===== config.mk =====
export PLATFORM = sky130hd
export DESIGN_NAME = smtbs_ram
export DESIGN_NICKNAME = d
export VERILOG_FILES = /design/src/sv/smtbs_ram.sv
export SDC_FILE = /design/constraint.sdc
export NUM_CORES = 2
export LEC_CHECK = 0
export ABC_AREA = 1
export BUFFER_PORTS_ARGS = -buffer_cell sky130_fd_sc_hd__buf_2
export CORE_MARGIN = 2
export CORE_UTILIZATION = 25
export DETAILED_ROUTE_END_ITERATION = 7
export HOLD_SLACK_MARGIN = 0.12
export PLACE_DENSITY = 0.48
export SLEW_MARGIN = 20
export SYNTH_ARGS = -nofsm -noshare
export SYNTH_HDL_FRONTEND = slang
export SYNTH_SLANG_ARGS = --single-unit

===== constraint.sdc =====
create_clock -name clk -period 2.35 [get_ports clk]
set_input_delay 0.47 -clock clk [delete_from_list [all_inputs] [get_ports clk]]
set_output_delay 0.47 -clock clk [all_outputs]
set_load 0.01 [all_outputs]

===== src/sv/smtbs_ram.sv =====
// ----------------------------------------------------------------------------
// smtbs_ram
// Generic single-write, single-read RAM with registered read data.
// ----------------------------------------------------------------------------
`timescale 1ns / 1ps

module smtbs_ram #(
  parameter int WIDTH = 8,
  parameter int DEPTH = 256
) (
  input  logic                     clk,
  input  logic                     we,
  input  logic [$clog2(DEPTH)-1:0] waddr,
  input  logic [WIDTH-1:0]         wdata,
  input  logic                     re,
  input  logic [$clog2(DEPTH)-1:0] raddr,
  output logic [WIDTH-1:0]         rdata
);

  logic [WIDTH-1:0] mem [DEPTH];
  logic [WIDTH-1:0] rdata_r;

  always_ff @(posedge clk) begin
    if (we) begin
      mem[waddr] <= wdata;
    end
    if (re) begin
      rdata_r <= mem[raddr];
    end
  end

  assign rdata = rdata_r;

endmodule


* Word-level counts from Yosys, hierarchy flattened *
Memories as Yosys holds them, arrays and structs flattened. A register that Yosys moved wholly into a read port is not among the register bits.
Index checks and enable logic that the tools add are counted.

word-level totals
  memories kept = 1
  memory bits (writable) = 2048
  logic and storage cells = 3
  register bits after elaboration = 0
  input port bits = 27

operators by class
  multiplexer cells = 2

memories
  memory  words  bits a word  rd ports  clocked after Yosys merged registers in  wr ports  RTL line  text
  mem     256    8            1         1                                        1         20        logic [WIDTH-1:0] mem [DEPTH];

operator list
  operator          count
  2-to-1 mux 1 bit  2

* Logic depth before layout (Yosys ltp) *
  word-level depth = 2
  gate-level depth with buffers = 15
  mapped depth without buffers = 11

* Least setup slack after synthesis *
Ideal clock, no wire load.

  kind = input-to-reg
  from = in we
  to = mem mem[162][0] (enable)
  setup slack = 389 ps
  stages on the path = 4
  buffers on the path = 2
  library setup time = 370 ps
  arrival time = 1591 ps
  cells stage by stage = clkbuf_1 > nand3_1 > clkbuf_1 > nor2_1

between the ends
  cells in the longest elaborated chain, start to end = 2

RTL lines
  element                                 RTL line  text
  start: declaration                      12        input logic we,
  2-to-1 mux 1 bit                        24        if (we) begin
  2-to-1 mux 1 bit (not written as such)  25        mem[waddr] <= wdata;
  end: declaration                        20

Every way passes these cells.

==> flow_summary.toml <==
[clock_network]
cts_tree = "yes"
cts.sinks = 2056
cts_resized = 0
clkLatencyLatePin_ps = 870
root_buffer = "clkbuf_16"
numCtsBuffers = 209
htree_levels = 4
cts_buffer_depth = 4
clk_pin_slew_worst_paths_ps = 60

[die]
core_area_um2 = 332900
num_io_pins = 35
rows = 212
start_util = 0.2508
die_height_um = 581.8
die_x_um = 581.8
dieArea_um2 = 338500

[synthesis]
synthTopCellsByArea = "edfxtp_1, nand3_1, nand2_1"
ys_top_cells_by_count = "nand2_1, edfxtp_1, nand3_1, nor2_1, buf_2"
syn_area_um2 = 83480
ys_seq_area_frac = 0.7396
synthFlopType = "edfxtp_1"
syn-mean-instance-area_um2 = 11.92
synth.net_count = 7030
synth_edf_count = 2056
yosys_warnings = 0
yosysUniqueCellTypes = 13
synth.largest_area_cell = "edfxtp_1"
synth_most_common_cell = "nand2_1"
async_flop_share = 0
synth_top_area_share = 0.7396
synth_seq_cells = 2056
syn-instance-count = 7003

[sta]
drv_slew = 0
period_share = 0.9249
min_period_ps = 2173
worst_pin_slew_ps = 677.4
setup_viol = 0
relSlewSlack = 0.5484
hold_viol = 0
clock-skew-final_ps = 55.06
clock.fmax_ghz = 0.4601
rsz0062_at_grt = "false"

[routing]
wire_per_inst_um = 21.63
ant_nets = 0
num_vias = 56140
viasPerCell = 4.653
drcViolationCount = 0
drt-initial-drc-count = 5477
dr.pass1.iters = 6
routed_wl_um = 261000

[setup_path]
critPathSlowestCell = "buf_12"
worstPathRequired_ps = 3080
crit_arrival_ps = 2900
critical_path.max_stage_delay_ps = 270
worstSetupEndpointType = "register"
crit_family = "simple AND/OR/NAND/NOR gates"
cp_cell_sequence = "buf_8 -> buf_4 -> buf_12 -> buf_12 -> buf_12 -> nand2_1 -> nand3_1 -> nand3_1 -> nand3_1 -> nand3_1 -> nand3_1 -> nand3_1 -> nand2_1 -> nand2_1 -> nand2_1"
crit_fanout = 39
path_buf_inv = 5
startpoint_type = "primary input"
critPathKind = "in -> reg"
cp_common_cell = "nand3_1"

[power_and_ir_drop]
power_w = 0.07836
internal-power_w = 0.06060
clkPwrFrac = 0.413
power.switching_w = 0.01776
seqPwrFrac = 0.516
p_sw_frac = 0.2266
power_density_nw_per_um2 = 776.3
leakagePower_nw = 35.43
ir_drop_mv = 0.5853
p_comb_frac = 0.071

[global_routing]
grt_max_degree = 92
gr-usage-all-layers = 0.1510
grt_pass1_wl_um = 383100
grt_antenna_before_repair = 14
use_met3 = 0.01729
grt_pass1_vias = 55490
groute.layer.met1.usage = 0.2052
met2_usage = 0.2504
grt_overflow = 0
grt.busiest_layer = "met2"

[cells_and_area]
syn2layout_area_growth_pct = 20.92
drive_gt1_frac = 0.1396
instances_no_fill = 12070
fill_cells = 33500
fin_nets = 7550

[placement]
portBuffers = 34
place_inst = 11690
dp.final_hpwl_um = 166700
gp_congestion = 0.8742

[job]
maxCapViolations = 0

[hold_path]
worstHoldPathType = "in -> reg"

[outcome]
outcome = "completed"
power groups by stage:
| stage | clock network, W | logic (W) | registers, W |
|---|---|---|---|
| 2_1_floorplan | 0 | 0.00249 | 0.0412 |
| 3_3_place_gp | 0 | 0.00554 | 0.0412 |
| 3_5_place_dp | 0 | 0.00556 | 0.0412 |
| 4_1_cts | 0.0331 | 0.00558 | 0.0405 |
| 5_1_grt | 0.0344 | 0.00598 | 0.0404 |
| 6_report | 0.0324 | 0.00553 | 0.0405 |
state kept, by name, indices dropped and copies added, names as in the netlist:
name,flops
mem,2048
rdata,8
what timing repair did:
action                    CTS  global route
hold buffers                9             0
hold endpoints to repair  195             0
buffers inserted            0             0
kinds of logic after synthesis:
kind of cell / count (synthesis) / synth area share
flops: 2056 / 0.7396
buf+inv: 522 / 0.03116
simple gates: 4425 / 0.2292
area by class of cell:
| class | count | area [um^2] | share of cell area |
|---|---|---|---|
| inverter | 39 | 182.7 | 0.001810 |
| sequential | 2056 | 61740 | 0.6117 |
| multi-input combinational | 4425 | 19170 | 0.1899 |
| clock inverter | 108 | 1022 | 0.01013 |
| clock buffer | 250 | 5448 | 0.05397 |
| antenna | 10 | 25.02 | 0.0002479 |
| timing repair buffer | 792 | 7864 | 0.07791 |
| tap | 4387 | 5489 | 0.05438 |
final timing paths:
| kind | startpoint | to | slack (ps) | depth (start not counted) |
|---|---|---|---|---|
| max | raddr[0] | rdata[6] | 180 | 15 |
| max reg2reg | mem[131][0] | rdata[0] | 250 | 11 |
| min | raddr[7] | rdata[7] | 190 | 3 |
| min reg2reg | mem[94][5] | rdata[5] | 1060 | 10 |
cells in the final DEF, fill, tap and decap left out:
cell type      count
buf_12           149
buf_2             22
buf_4            600
buf_6              1
buf_8             11
bufinv_16         19
clkbuf_1          38
clkbuf_16        212
clkinv_1          49
clkinv_2          26
clkinv_4           3
clkinv_8           1
clkinvlp_4         5
diode_2           10
dlygate4sd3_1      9
edfxtp_1        2056
inv_1             34
inv_16             2
inv_2              1
inv_6              4
inv_8              3
nand2_1         2111
nand2_2           12
nand3_1         2019
nor2_1           283
layer usage:
| metal | share of wire | routed length [um] |
|---|---|---|
| met1 | 0.44 | 114700 |
| met2 | 0.48 | 124300 |
| met3 | 0.052 | 13640 |
| met4 | 0.032 | 8386 |
| met5 | 0.000061 | 16 |
worst register-to-register path, cell delays in order (launching register included):
cell and delay, ps:
edfxtp_1 360, nand2_1 70, nand3_1 90, nand3_1 130
nand3_1 140, nand3_1 120, nand3_1 230, nand3_1 300
nand2_1 110, buf_4 180, nand2_1 80, nand2_1 70
stage by stage:
stage / cell area (um^2) / worst slack, ps / TNS [ps] / utilization / hold WS [ps]
2_1_floorplan: 83480 / 388.5 / 0 / - / 568.9
4_1_cts: 100900 / 199.5 / 0 / 0.3031 / 127.3
6_report: 100900 / 176.6 / 0 / 0.3032 / 189.6
5_1_grt: 100900 / 89.23 / 0 / 0.3032 / 146.0
3_3_place_gp: 94350 / -681.7 / -4369 / 0.2834 / 864.6
3_5_place_dp: 94350 / -657.9 / -4228 / 0.2834 / 860.3
(Power assumes the default switching activity.)
