==> src/sv/smtbs_pkg.sv <==
// ----------------------------------------------------------------------------
// smtbs_pkg
// Types and constants for the seeded multi-table byte substitution unit.
// ----------------------------------------------------------------------------
`timescale 1ns / 1ps

package smtbs_pkg;

  localparam int MAX_TABLES_DEF = 8;

  localparam logic [31:0] LCG_MUL = 32'd1103515245;
  localparam logic [31:0] LCG_ADD = 32'd12345;

  localparam logic CFG_SEED   = 1'b0;
  localparam logic CFG_TCOUNT = 1'b1;

  typedef enum logic [1:0] {
    OP_BUILD = 2'd0,
    OP_ENC   = 2'd1,
    OP_DEC   = 2'd2,
    OP_NOP   = 2'd3
  } opcode_t;

  typedef enum logic [1:0] {
    ST_DATA      = 2'd0,
    ST_BUILT     = 2'd1,
    ST_NOT_BUILT = 2'd2
  } status_t;

  typedef enum logic [2:0] {
    BS_IDLE,
    BS_CLR,
    BS_LCG,
    BS_PROBE,
    BS_DONE
  } bld_state_t;

  typedef struct packed {
    logic [1:0] opcode;
    logic [7:0] data_byte;
    logic       message_start;
  } in_req_t;

  typedef struct packed {
    logic [7:0] result_byte;
    logic [1:0] status;
  } out_rsp_t;

  // builder status toward the data path
  typedef struct packed {
    logic busy;
    logic wr_en;
    logic done;
  } bld_stat_t;

endpackage

==> src/sv/smtbs_ram.sv <==
// ----------------------------------------------------------------------------
// smtbs_ram
// Generic single-write, single-read RAM with registered read data.
// ----------------------------------------------------------------------------
`timescale 1ns / 1ps

module smtbs_ram #(
  parameter int WIDTH = 8,
  parameter int DEPTH = 256
) (
  input  logic                     clk,
  input  logic                     we,
  input  logic [$clog2(DEPTH)-1:0] waddr,
  input  logic [WIDTH-1:0]         wdata,
  input  logic                     re,
  input  logic [$clog2(DEPTH)-1:0] raddr,
  output logic [WIDTH-1:0]         rdata
);

  logic [WIDTH-1:0] mem [DEPTH];
  logic [WIDTH-1:0] rdata_r;

  always_ff @(posedge clk) begin
    if (we) begin
      mem[waddr] <= wdata;
    end
    if (re) begin
      rdata_r <= mem[raddr];
    end
  end

  assign rdata = rdata_r;

endmodule

==> src/sv/smtbs_builder.sv <==
// ----------------------------------------------------------------------------
// smtbs_builder
// Table build sequencer: per-table clear of the used-mark RAM, LCG key
// stepping, linear probing over the marks, and write requests for the
// forward and inverse tables.
// ----------------------------------------------------------------------------
`timescale 1ns / 1ps

module smtbs_builder #(
  parameter int MAX_TABLES = smtbs_pkg::MAX_TABLES_DEF,
  localparam int TW = (MAX_TABLES > 1) ? $clog2(MAX_TABLES) : 1
) (
  input  logic                 clk,
  input  logic                 rst_n,
  input  logic                 go,
  input  logic [31:0]          seed,
  input  logic [3:0]           table_count,
  output smtbs_pkg::bld_stat_t stat,
  output logic [TW-1:0]        tbl,
  output logic [7:0]           idx,
  output logic [7:0]           code,
  output logic [TW-1:0]        last_tbl
);

  smtbs_pkg::bld_state_t state_r, state_nxt;

  logic [31:0]   key_r;
  logic [31:0]   key_lcg;
  logic [1:0]    step_r;
  logic [TW-1:0] tbl_r;
  logic [7:0]    idx_r;
  logic [7:0]    code_r;
  logic [TW-1:0] last_r;
  logic [TW-1:0] last_nxt;
  logic          hit;
  logic          mark_we;
  logic [7:0]    mark_waddr;
  logic          mark_wdata;
  logic          mark_re;
  logic [7:0]    mark_raddr;
  logic          mark_rdata;

  assign key_lcg = key_r * smtbs_pkg::LCG_MUL + smtbs_pkg::LCG_ADD;
  assign hit     = mark_rdata;

  // clear pass writes zeros by entry index; a probe that lands marks its code
  assign mark_we    = (state_r == smtbs_pkg::BS_CLR) ||
                      ((state_r == smtbs_pkg::BS_PROBE) && !hit);
  assign mark_waddr = (state_r == smtbs_pkg::BS_CLR) ? idx_r : code_r;
  assign mark_wdata = (state_r == smtbs_pkg::BS_PROBE);
  // first mark read issues with the third LCG step, later ones walk upward
  assign mark_re    = (state_r == smtbs_pkg::BS_PROBE) ||
                      ((state_r == smtbs_pkg::BS_LCG) && (step_r == 2'd2));
  assign mark_raddr = (state_r == smtbs_pkg::BS_PROBE) ? code_r + 8'd1 : key_lcg[7:0];

  smtbs_ram #(
    .WIDTH (1),
    .DEPTH (256)
  ) u_mark_ram (
    .clk   (clk),
    .we    (mark_we),
    .waddr (mark_waddr),
    .wdata (mark_wdata),
    .re    (mark_re),
    .raddr (mark_raddr),
    .rdata (mark_rdata)
  );

  // clamp table_count into 1..MAX_TABLES
  always_comb begin
    int n;
    n = int'(table_count);
    if (n < 1) n = 1;
    if (n > MAX_TABLES) n = MAX_TABLES;
    last_nxt = TW'(n - 1);
  end

  always_comb begin
    state_nxt = state_r;
    unique case (state_r)
      smtbs_pkg::BS_IDLE: begin
        if (go) state_nxt = smtbs_pkg::BS_CLR;
      end
      smtbs_pkg::BS_CLR: begin
        if (idx_r == 8'hFF) state_nxt = smtbs_pkg::BS_LCG;
      end
      smtbs_pkg::BS_LCG: begin
        if (step_r == 2'd2) state_nxt = smtbs_pkg::BS_PROBE;
      end
      smtbs_pkg::BS_PROBE: begin
        if (!hit) begin
          if (idx_r == 8'hFF && tbl_r == last_r) state_nxt = smtbs_pkg::BS_DONE;
          else if (idx_r == 8'hFF) state_nxt = smtbs_pkg::BS_CLR;
          else state_nxt = smtbs_pkg::BS_LCG;
        end
      end
      smtbs_pkg::BS_DONE: begin
        state_nxt = smtbs_pkg::BS_IDLE;
      end
      default: state_nxt = smtbs_pkg::BS_IDLE;
    endcase
  end

  always_comb begin
    stat.busy  = (state_r != smtbs_pkg::BS_IDLE);
    stat.wr_en = (state_r == smtbs_pkg::BS_PROBE) && !hit;
    stat.done  = (state_r == smtbs_pkg::BS_DONE);
  end

  always_ff @(posedge clk) begin
    if (!rst_n) begin
      state_r <= smtbs_pkg::BS_IDLE;
    end else begin
      state_r <= state_nxt;
    end
  end

  always_ff @(posedge clk) begin
    unique case (state_r)
      smtbs_pkg::BS_IDLE: begin
        if (go) begin
          key_r  <= seed;
          step_r <= 2'd0;
          tbl_r  <= '0;
          idx_r  <= 8'd0;
          last_r <= last_nxt;
        end
      end
      smtbs_pkg::BS_CLR: begin
        // wraps back to entry 0 for the fill
        idx_r <= idx_r + 8'd1;
      end
      smtbs_pkg::BS_LCG: begin
        key_r  <= key_lcg;
        step_r <= step_r + 2'd1;
        if (step_r == 2'd2) code_r <= key_lcg[7:0];
      end
      smtbs_pkg::BS_PROBE: begin
        if (hit) begin
          code_r <= code_r + 8'd1;
        end else begin
          step_r <= 2'd0;
          idx_r  <= idx_r + 8'd1;
          if (idx_r == 8'hFF) begin
            tbl_r <= tbl_r + TW'(1);
          end
        end
      end
      default: begin
      end
    endcase
  end

  assign tbl      = tbl_r;
  assign idx      = idx_r;
  assign code     = code_r;
  assign last_tbl = last_r;

endmodule

==> config.mk <==
export PLATFORM = sky130hd
export DESIGN_NAME = smtbs_builder
export DESIGN_NICKNAME = d
export VERILOG_FILES = /design/src/sv/smtbs_pkg.sv /design/src/sv/smtbs_ram.sv /design/src/sv/smtbs_builder.sv
export SDC_FILE = /design/constraint.sdc
export NUM_CORES = 1
export LEC_CHECK = 0
export BUFFER_PORTS_ARGS = -buffer_cell sky130_fd_sc_hd__buf_2
export CORE_UTILIZATION = 35
export CTS_BUF_LIST = sky130_fd_sc_hd__clkbuf_4 sky130_fd_sc_hd__clkbuf_8
export CTS_CLUSTER_SIZE = 12
export DETAILED_ROUTE_END_ITERATION = 7
export PLACE_DENSITY = 0.61
export SLEW_MARGIN = 20
export SYNTH_ARGS = -nofsm -noshare
export SYNTH_HDL_FRONTEND = slang
export SYNTH_SLANG_ARGS = --single-unit
==> constraint.sdc <==
create_clock -name clk -period 8.6 [get_ports clk]
set_clock_uncertainty 0.1 [all_clocks]
set_input_delay 0.86 -clock clk [delete_from_list [all_inputs] [get_ports clk]]
set_output_delay 0.86 -clock clk [all_outputs]
set_load 0.03 [all_outputs]
Word level (Yosys, flattened, before mapping)
Memories as Yosys holds them, arrays and structs flattened. A register that Yosys moved wholly into a read port is not among the register bits.
Cells that the tools add are included.
{"block": "totals", "reg_bits": 59, "latchBits": 0, "ramBits": 256, "mem_bits_ro": 0, "output_inout_bits": 25, "word_cells": 78, "n_memories": 1}
{"name": "u_mark_ram.mem", "depth": 256, "width": 1, "read_ports": 1, "rd_clocked_by_memory_dff": 1, "wr": 1, "line_no": "smtbs_ram.sv:20", "text": "logic [WIDTH-1:0] mem [DEPTH];"}
{"block": "op_classes", "add_sub_neg": 6, "n_mul": 1, "n_div": 0, "order_cmp": 2, "eq_ne": 13, "shifts": 0, "mux": 28, "bitwise": 0, "reduce_logical": 20}
{"op": "$pmux 32 s2", "count": 1}
{"op": "$mux 8", "count": 6}
{"op": "$add 32x14->32 const B", "count": 1}
{"op": "$mul 32x31->32 const B", "count": 1}
{"op": "$mux 32", "count": 1}
{"op": "$mux 3", "count": 9}
{"op": "$pmux 8 s3", "count": 1}
{"op": "$add 8x1->8 const B", "count": 2}
{"op": "$pmux 8 s2", "count": 1}
{"op": "$pmux 3 s4", "count": 1}
{"op": "$reduce_and 3->1", "count": 3}
{"op": "$reduce_bool 3->1", "count": 3}
{"op": "$eq 8x8->1 const B", "count": 1}
{"op": "$ne 2x2->1 const B", "count": 4}
{"op": "$reduce_and 4->1", "count": 2}
{"op": "$eq 3x2->1 const B", "count": 2}
{"op": "$mux 2", "count": 3}
{"op": "$pmux 2 s3", "count": 1}
{"op": "$pmux 3 s2", "count": 1}
{"op": "$reduce_bool 2->1", "count": 3}
{"op": "$gt 4x4->1 const B", "count": 1}
{"op": "$lt 4x1->1 const B", "count": 1}
{"op": "$mux 4", "count": 1}
{"op": "$ne 2x1->1 const B", "count": 2}
{"op": "13 further kinds", "count": 18}

Depth between registers and ports, before layout
Gate-level depths: netlist of run 1.
{"block": "depth", "ltp_word": 5, "depth_mapped": 18, "depth_no_buf": 18}

Hierarchy
Synthesis of run 1 repeated with hierarchy kept, for this count alone.
{"block": "unflattened", "hier_cells": 1023, "hier_area_um2": 13569.3}
{"module": "smtbs_ram", "instances": 1, "cells_per_inst": 788, "area_each_um2": 11138.2, "seq_area_each_um2": 7717.4}
{"module": "smtbs_builder", "instances": 1, "cells_per_inst": 235, "area_each_um2": 2431.1, "seq_area_each_um2": 1021.0}

Least setup slack after synthesis of run 1
Ideal clock, no wire load.
{"block": "synth_timing", "path_type": "reg-to-reg", "start": "register key_r[2]", "end": "register u_mark_ram.rdata_r (netlist: u_mark_ram.rdata), read port of u_mark_ram.mem, data pin", "arrival_ps": 4154, "slack_ps": 4082, "stages_incl_launch_ff": 18, "n_path_buf": 0, "period_less_slack_ps": 4518, "cell_sequence": "edfxtp_1 ha_1 ha_1 fa_1 ha_1 inv_1 ha_1 inv_1 fa_1 inv_1 ha_1 xor2_1 nor2_1 a211o_1 a311oi_1 a2bb2oi_1 nand4_1 nand4_1"}
{"block": "synth_between", "elab_chain_cells": 3}
{"item": "from (decl)", "line_no": "smtbs_builder.sv:27", "text": "logic [31:0] key_r;"}
{"item": "from (signal assigned)", "line_no": "smtbs_builder.sv:134", "text": "key_r <= key_lcg;"}
{"item": "$mul 32x31->32", "line_no": "smtbs_builder.sv:43", "text": "assign key_lcg = key_r * smtbs_pkg::LCG_MUL + smtbs_pkg::LCG_ADD;"}
{"item": "$add 32x14->32", "line_no": "smtbs_builder.sv:43"}
{"item": "$mux 8", "line_no": "smtbs_builder.sv:54", "text": "assign mark_raddr = (state_r == smtbs_pkg::BS_PROBE) ? code_r + 8'd1 : key_lcg[7:0];"}
{"item": "to (decl)", "line_no": "smtbs_ram.sv:21", "text": "logic [WIDTH-1:0] rdata_r;"}
No other way between the ends.
A chain may end at the register's enable or synchronous reset.

Final worst setup path of run 1
Ends and elaborated chain as after synthesis.

==> summary.md, run 1 <==
| Metric | Value |
|---|---|
| Clock sinks | `292` |
| Post-synth EDFFs | `approximately 290` |
| Die ar. | `slightly above 40000 um2` |
| DRC viols | `0` |
| Final #Nets | `around 1300` |
| CTS root buffer | `clkbuf_8` |
| Die Width | `around 200 um` |
| Post-detailed-placement cell area | `between 10000 and 15000 um2` |
| ANT nets after route | `0` |
| HP Start | `seed[3]` |
| RSZ-0062 raised after global routing | `no` |
| Vias | `between 9000 and 10000` |
| Initial Utilization | `between 30% and 40%` |
| Slew HR | `29.3%` |
| DR top layer | `met4` |
| Setup Viol. Count Final | `0` |
| Tot Pwr | `between 3000 and 4000 uW` |
| HP Class | `input port to flop` |
| FF+latch count, synth | `a little under 300` |
| Status | `complete, no violations` |
| Core Area | `around 40000 um2` |
| Total gr overflow | `0` |
| Clock-pin slew on the worst setup and hold paths | `0.07 ns` |
| Syn Nets | `approximately 1300` |
| Final RePlAce weighted congestion | `a little over 0.8` |
| Worst-Margin Slew | `~1.1 ns` |
| Synthesized area per cell | `roughly 11 um2` |
| Row count | `roughly 70` |
| CTS tree | `built` |
| Top cell type's share of synthesized area | `roughly 62%` |
| Setup_tns | `0 ns` |
| Routed wl met3 | `2.36 mm` |
| Worst Setup Start Kind | `flop` |
| Number of synthesis warnings | `0` |
| Largest net degree at the start of global routing | `about 170` |
| Seq/Total Area, Yosys | `62.6%` |
| Synth top area cells | `edfxtp_1 (62%), nor2_1 (7.7%), nand2_1 (6.2%)` |
| Initial antenna violation count | `0` |
| Hpwl dp | `20.4 mm` |
| Tcrit/Tclk final | `59.3%` |
| Cts bufs inserted | `49` |
| Cells on worst reg2reg path | `17` |
| Ys flop type | `edfxtp_1` |
| Initial DRC count | `946` |
| CP Capture Type | `flop` |
| Routed wl met2 | `around 17 mm` |
| Synthesized netlist cell count | `around 1300` |
| Router iterations before antenna repair | `5` |
| Most frequent cells in the layout | `edfxtp_1 (289), nor2_1 (288), nand2_1 (231)` |
| Fmax | `196 MHz` |
| Pwr dens | `between 200 and 250 nW/um2` |
| # diodes | `0` |
| Area delta synth->final | `11.2%` |
| Max Cap Viol | `0` |
| Met1 Wirelength | `15.0 mm` |
| Final WL | `between 30 and 40 mm` |
| Pleak | `0.00535 uW` |
| Yosys cell types | `between 50 and 60` |
| Total track usage | `between 15 and 20%` |
| Peak supply drop | `~0.13 mV` |
| Hold Slack | `0.446 ns` |
| Crit-path max FO | `4` |
| Worst Path Required | `roughly 8.8 ns` |
| Via count of the first global-routing pass | `between 9000 and 10000` |
| Post-Syn Area | `roughly 14000 um2` |
| Slew Limit Fails | `0` |
| CP arrival | `about 5.3 ns` |
| Commonest non-fill, non-tap cell in the layout | `edfxtp_1` |
| Vias per inst | `5.26` |
| FFs w/ async S/R, synth | `0%` |
| Io pins | `64` |
| Clock period minus worst slack | `roughly 5.1 ns` |
| RR Startpoint | `key_r[2]` |
| Hold path depth | `3` |
| CP Class | `flop to flop` |
| Cell taking the most area after synthesis | `edfxtp_1` |
| Clock latency on the worst-skew pair | `0.59 ns` |
| H-Tree Depth | `2` |
| Clock Path Buffers | `3` |
| Fin area | `~16000 um2` |
| Final hold vios | `0` |
| Layout cells sized above 1 | `approximately an eighth` |
| PortBufs | `39` |
| CTS Hold Bufs | `0` |
| Routed len/inst | `~19 um` |
| Setup Fix Bufs, Post-CTS | `0` |
| CP Launch Point | `key_r[2]` |
| First-pass GRT wire length | `between 50 and 60 mm` |
| Die height | `about 200 um` |
| PostCTS Resize Cnt | `0` |
## state kept, by name, indices dropped and copies added, names as in the netlist
name / count
code: 8
tbl: 3
idx: 8
u_mark_ram.mem: 256
u_mark_ram.rdata: 1
key_r: 8
step_r: 2
state_r: 3
last_tbl: 3
## path summary, 6_finish.rpt
path | end | slack, ns
max | u_mark_ram.rdata | 3.50
min | key_r[3] | 0.45
max reg2reg | u_mark_ram.rdata | 3.50
min reg2reg | step_r[0] | 0.45
## final cells by class
| type | count | area [um2] |
|---|---|---|
| Multi-Input combinational cell | 850 | 4760 |
| Clock inverter | 17 | 136 |
| Tap cell | 518 | 648 |
| Sequential cell | 292 | 8740 |
| Clock buffer | 71 | 852 |
| Timing Repair Buffer | 48 | 263 |
| Fill cell | 3768 | 23500 |
| Inverter | 31 | 121 |
## where the power goes
| part | total, uW | internal, uW | switching [uW] |
|---|---|---|---|
| Combinational | 627 | 210 | 417 |
| Clock | 1260 | 698 | 559 |
| Sequential | 1590 | 1570 | 15.4 |
| Total | 3470 | 2480 | 991 |
## through the flow
stage | instances | worst slack (ns) | util, %
2_1_floorplan | 1252 | 4.08 | -
3_3_place_gp | 1739 | 3.56 | 37.3
3_5_place_dp | 1739 | 3.55 | 37.3
4_1_cts | 1827 | 3.53 | 39.8
5_1_grt | 1827 | 3.27 | 39.8
6_report | 1827 | 3.50 | 39.8
## critical path: stages (launching register included)
cell	delay, ns
edfxtp_1	0.44
ha_1	0.32
ha_1	0.29
fa_1	0.45
ha_1	0.30
inv_1	0.05
ha_1	0.26
inv_1	0.05
fa_1	0.52
inv_1	0.04
ha_1	0.32
xor2_1	0.33
nor2_1	0.12
a211o_1	0.44
a311oi_1	0.28
a2bb2oi_1	0.15
nand4_1	0.12
nand4_1	0.20
## synth_stat cells (5+ instances only)
cell type  count
buf_2         19
buf_1          5
mux2i_1       17
o211ai_1       6
a21oi_1       20
nand2_1      231
nand3_1       62
ha_1          26
inv_1         28
fa_1           5
a31oi_1       17
nor3_1         5
nor2_1       288
clkbuf_1      48
nand3b_1       7
a32oi_1        8
o21ai_0       16
mux4_2        18
xor2_1        16
a221oi_1       6
a211oi_1       6
nand4_1       18
xnor2_1       16
nand2b_1       9
edfxtp_1     289
## routing by layer
layer  vias to the layer above  global-route usage (%)
met5                         -                       0
met2                       318                    27.9
met1                      4759                    22.8
met4                         0                    5.71
li1                       4461                       -
met3                        66                    3.05
## cells by family after synthesis
kind of cell    after synthesis  share of synthesized area (%)
simple gates                638                           19.0
flops                       292                           62.6
compound gates              112                           5.58
buf+inv                     110                           3.40
mux                          37                           4.37
xor+xnor                     32                           2.01
fa+ha+maj                    31                           3.05
No activity file was read; power rests on OpenSTA's default activity.
==> run 2: changes to the inputs <==
--- a/config.mk
+++ b/config.mk
@@ -5,12 +5,13 @@
 export SDC_FILE = /design/constraint.sdc
 export NUM_CORES = 1
 export LEC_CHECK = 0
+export ABC_AREA = 1
 export BUFFER_PORTS_ARGS = -buffer_cell sky130_fd_sc_hd__buf_2
 export CORE_UTILIZATION = 35
 export CTS_BUF_LIST = sky130_fd_sc_hd__clkbuf_4 sky130_fd_sc_hd__clkbuf_8
 export CTS_CLUSTER_SIZE = 12
 export DETAILED_ROUTE_END_ITERATION = 7
-export PLACE_DENSITY = 0.61
+export PLACE_DENSITY = 0.63
 export SLEW_MARGIN = 20
 export SYNTH_ARGS = -nofsm -noshare
 export SYNTH_HDL_FRONTEND = slang
==> constraint.sdc (replaced) <==
create_clock -name clk -period 4.2 [get_ports clk]
set_clock_uncertainty 0.1 [all_clocks]
set_input_delay 0.42 -clock clk [delete_from_list [all_inputs] [get_ports clk]]
set_output_delay 0.42 -clock clk [all_outputs]
set_load 0.03 [all_outputs]
==> summary.md, run 2 <==
| Metric | Value |
|---|---|
| FF/Latch Area | `roughly 8700 um2` |
| Fin area | `approximately 17000 um2` |
| Slowest cell on the critical path | `fa_1` |
| Max FFs per register | `~260` |
| Initial DRC count | `around 1200` |
| Worst Path Required | `4.45 ns` |
| RR Startpoint | `key_r[3]` |
| Number of synthesis warnings | `0` |
| Slew Limit Fails | `0` |
| Die height | `~210 um` |
| DRC viols | `0` |
| Area delta synth->final | `14.1%` |
| Clock latency on the worst-skew pair | `around 0.6 ns` |
| Vias per inst | `about 5.0` |
| Total gr overflow | `0` |
| Commonest non-fill, non-tap cell in the layout | `nand2_1` |
| CTS tree | `built` |
| PortBufs | `39` |
| Largest net degree at the start of global routing | `between 100 and 150` |
| Vias | `between 10000 and 15000` |
| Final WL | `~39 mm` |
| H-Tree Depth | `2` |
| Multi-input gate area | `around 5000 um2` |
| Most frequent cell after synthesis | `nand2_1` |
| Worst-Margin Slew | `approximately 1.0 ns` |
| Synthesized area per cell | `9.06 um2` |
| Top cell type's share of synthesized area | `57.9%` |
| Top cell by count, worst path | `ha_4` |
| Crit-path max FO | `3` |
| Synth top area cells | `edfxtp_1 (58%), nand2_1 (9.8%), nand3_1 (7.4%)` |
| # fillers | `between 4000 and 5000` |
| Die ar. | `between 40000 and 50000 um2` |
| Crit path buffers/inverters | `3` |
| Final hold vios | `0` |
| Hpwl dp | `22.7 mm` |
| Worst r2r dst | `u_mark_ram.rdata` |
| Max Cap Viol | `0` |
| Placed Cells | `between 2000 and 2500` |
| Post-layout util | `about two fifths` |
| Setup Viol. Count Final | `3` |
| FF+latch count, synth | `around 300` |
| Largest Register | `u_mark_ram.mem` |
| Initial antenna violation count | `3` |
| Seq/Total Area, Yosys | `between 50% and 60%` |
| CP Capture Type | `flop` |
| Post-synth EDFFs | `289` |
| HP Start | `seed[0]` |
| Row count | `between 70 and 80` |
| HP Class | `input port to flop` |
| Initial Utilization | `35.6%` |
| Fmax | `about 230 MHz` |
| Status | `complete, but fails checks` |
| Hold Path End | `key_r[0]` |
| Final Non-Filler Cells | `approximately 2300` |
| FFs w/ async S/R, synth | `0%` |
| Total track usage | `~18%` |
| Clock Path Buffers | `3` |
| Synthesized netlist cell count | `between 1500 and 2000` |
| Ys flop type | `edfxtp_1` |
| Crit-path leading delay family | `adder cells` |
| Tcrit/Tclk final | `106%` |
| Final #Nets | `roughly 1800` |
| R2R Setup Slk | `-0.24 ns` |
| Most frequent cells in the layout | `nand2_1 (385), nor2_1 (289), edfxtp_1 (289)` |
| Cells on worst reg2reg path | `21` |
| CTS root buffer | `clkbuf_8` |
| ANT nets after route | `0` |
| Router iterations before antenna repair | `5` |
| Crit-path cells | `ha_4 -> fa_1 -> ha_4 -> ha_4 -> ha_4 -> ha_4 -> inv_2 -> fa_1 -> inv_2 -> ha_4 -> a21oi_4 -> xor2_2 -> nand2_1 -> nand2_1 -> nand2_1 -> nand2_2 -> nand2_1 -> nand2_2 -> inv_2 -> nand3_2 -> nand2_2` |
| Core Area | `roughly 42000 um2` |
| Clock period minus worst slack | `around 4.4 ns` |
| Hold Slack | `roughly 0.037 ns` |
| Via count of the first global-routing pass | `approximately 11000` |
| Cell taking the most area after synthesis | `edfxtp_1` |
| Slew HR | `a little over 30%` |
| Cts bufs inserted | `between 40 and 50` |
| Post-detailed-placement cell area | `between 15000 and 20000 um2` |
| Synth cell count leaders | `nand2_1 (393), nor2_1 (290), edfxtp_1 (289)` |
| CP arrival | `~4.7 ns` |
| Routed len/inst | `roughly 17 um` |
| Worst path max stage delay | `approximately 0.56 ns` |
| Post-Syn Area | `15000 um2` |
| Failing checks | `setup timing` |
| Hold path depth | `3` |
| Yosys cell types | `37` |
| Die Width | `roughly 210 um` |
| First-pass GRT wire length | `about 60 mm` |
| Clock-pin slew on the worst setup and hold paths | `around 0.06 ns` |
| Io pins | `64` |
| CP Class | `flop to flop` |
| Syn Nets | `between 1500 and 2000` |
| Worst Setup Start Kind | `flop` |
| Layout cells sized above 1 | `between 10% and 20%` |
| Worst setup margin | `-0.241 ns` |
| RSZ-0062 raised after global routing | `yes` |
| Clock sinks | `292` |
| Final RePlAce weighted congestion | `0.834` |
## run 2: layout make-up
class | count | area share (%)
Antenna cell | 1 | 0.0146
Clock buffer | 69 | 4.93
Clock inverter | 22 | 1.20
Inverter | 227 | 5.00
Multi-Input combinational cell | 1049 | 30.1
Sequential cell | 292 | 51.1
Tap cell | 539 | 3.94
Timing Repair Buffer | 85 | 3.73
## run 2: worst max-delay path by stage
stage | cells after the start | from | end | slack [ns]
finish | 21 | key_r[3] | u_mark_ram.rdata | -0.24
global route | 21 | key_r[3] | u_mark_ram.rdata | -0.37
CTS | 21 | key_r[3] | u_mark_ram.rdata | -0.20
detailed placement | 23 | key_r[2] | u_mark_ram.rdata | -0.26
global placement | 23 | key_r[2] | u_mark_ram.rdata | -0.19
floorplan | 21 | key_r[4] | u_mark_ram.rdata | 0.02
## run 2: timing repair
item,CTS,global route
resized for setup,3,25
endpoints found under the setup margin,3,5
setup buffers,1,0
hold endpoints to repair,10,0
hold buffers,8,0
pin swaps,3,16
## run 2: layer usage
layer,part of all wire [%],GRT usage (%),routed length [um],vias to the layer above
li1,-,-,-,5422
met1,42,22.6,16300,5524
met2,49,30.8,19300,341
met3,6.4,3.32,2490,75
met4,2.6,6.09,1020,2
met5,0.033,0,13,-
## run 2: cells by family after synthesis
logic type	share of synthesized area [%]
and+or+nand+nor	26.7
buffers and inverters	8.96
DFF	58.3
AOI/OAI and AO/OA	1.88
adders and majority gates	2.84
xor gates and xnor gates	1.29
## run 2: metrics by stage
step,setup TNS [ns],setup slack (ns)
detailed placement,-0.449,-0.256
global route,-0.760,-0.371
finish,-0.381,-0.241
global placement,-0.264,-0.194
floorplan,0,0.0176
CTS,-0.291,-0.205
## run 2: worst register-to-register path: stages, from the launching register on
cell and delay, ns:
edfxtp_1 0.49, ha_4 0.29, fa_1 0.56, ha_4 0.23
ha_4 0.24, ha_4 0.24, ha_4 0.26, inv_2 0.03
fa_1 0.52, inv_2 0.05, ha_4 0.22, a21oi_4 0.17
xor2_2 0.17, nand2_1 0.10, nand2_1 0.08, nand2_1 0.06
nand2_2 0.07, nand2_1 0.06, nand2_2 0.08, inv_2 0.05
nand3_2 0.06, nand2_2 0.05
Power of run 2 is left out: the tool's default activity adds up to more than one toggle a clock period on the data nets, which glitch-free logic cannot reach.
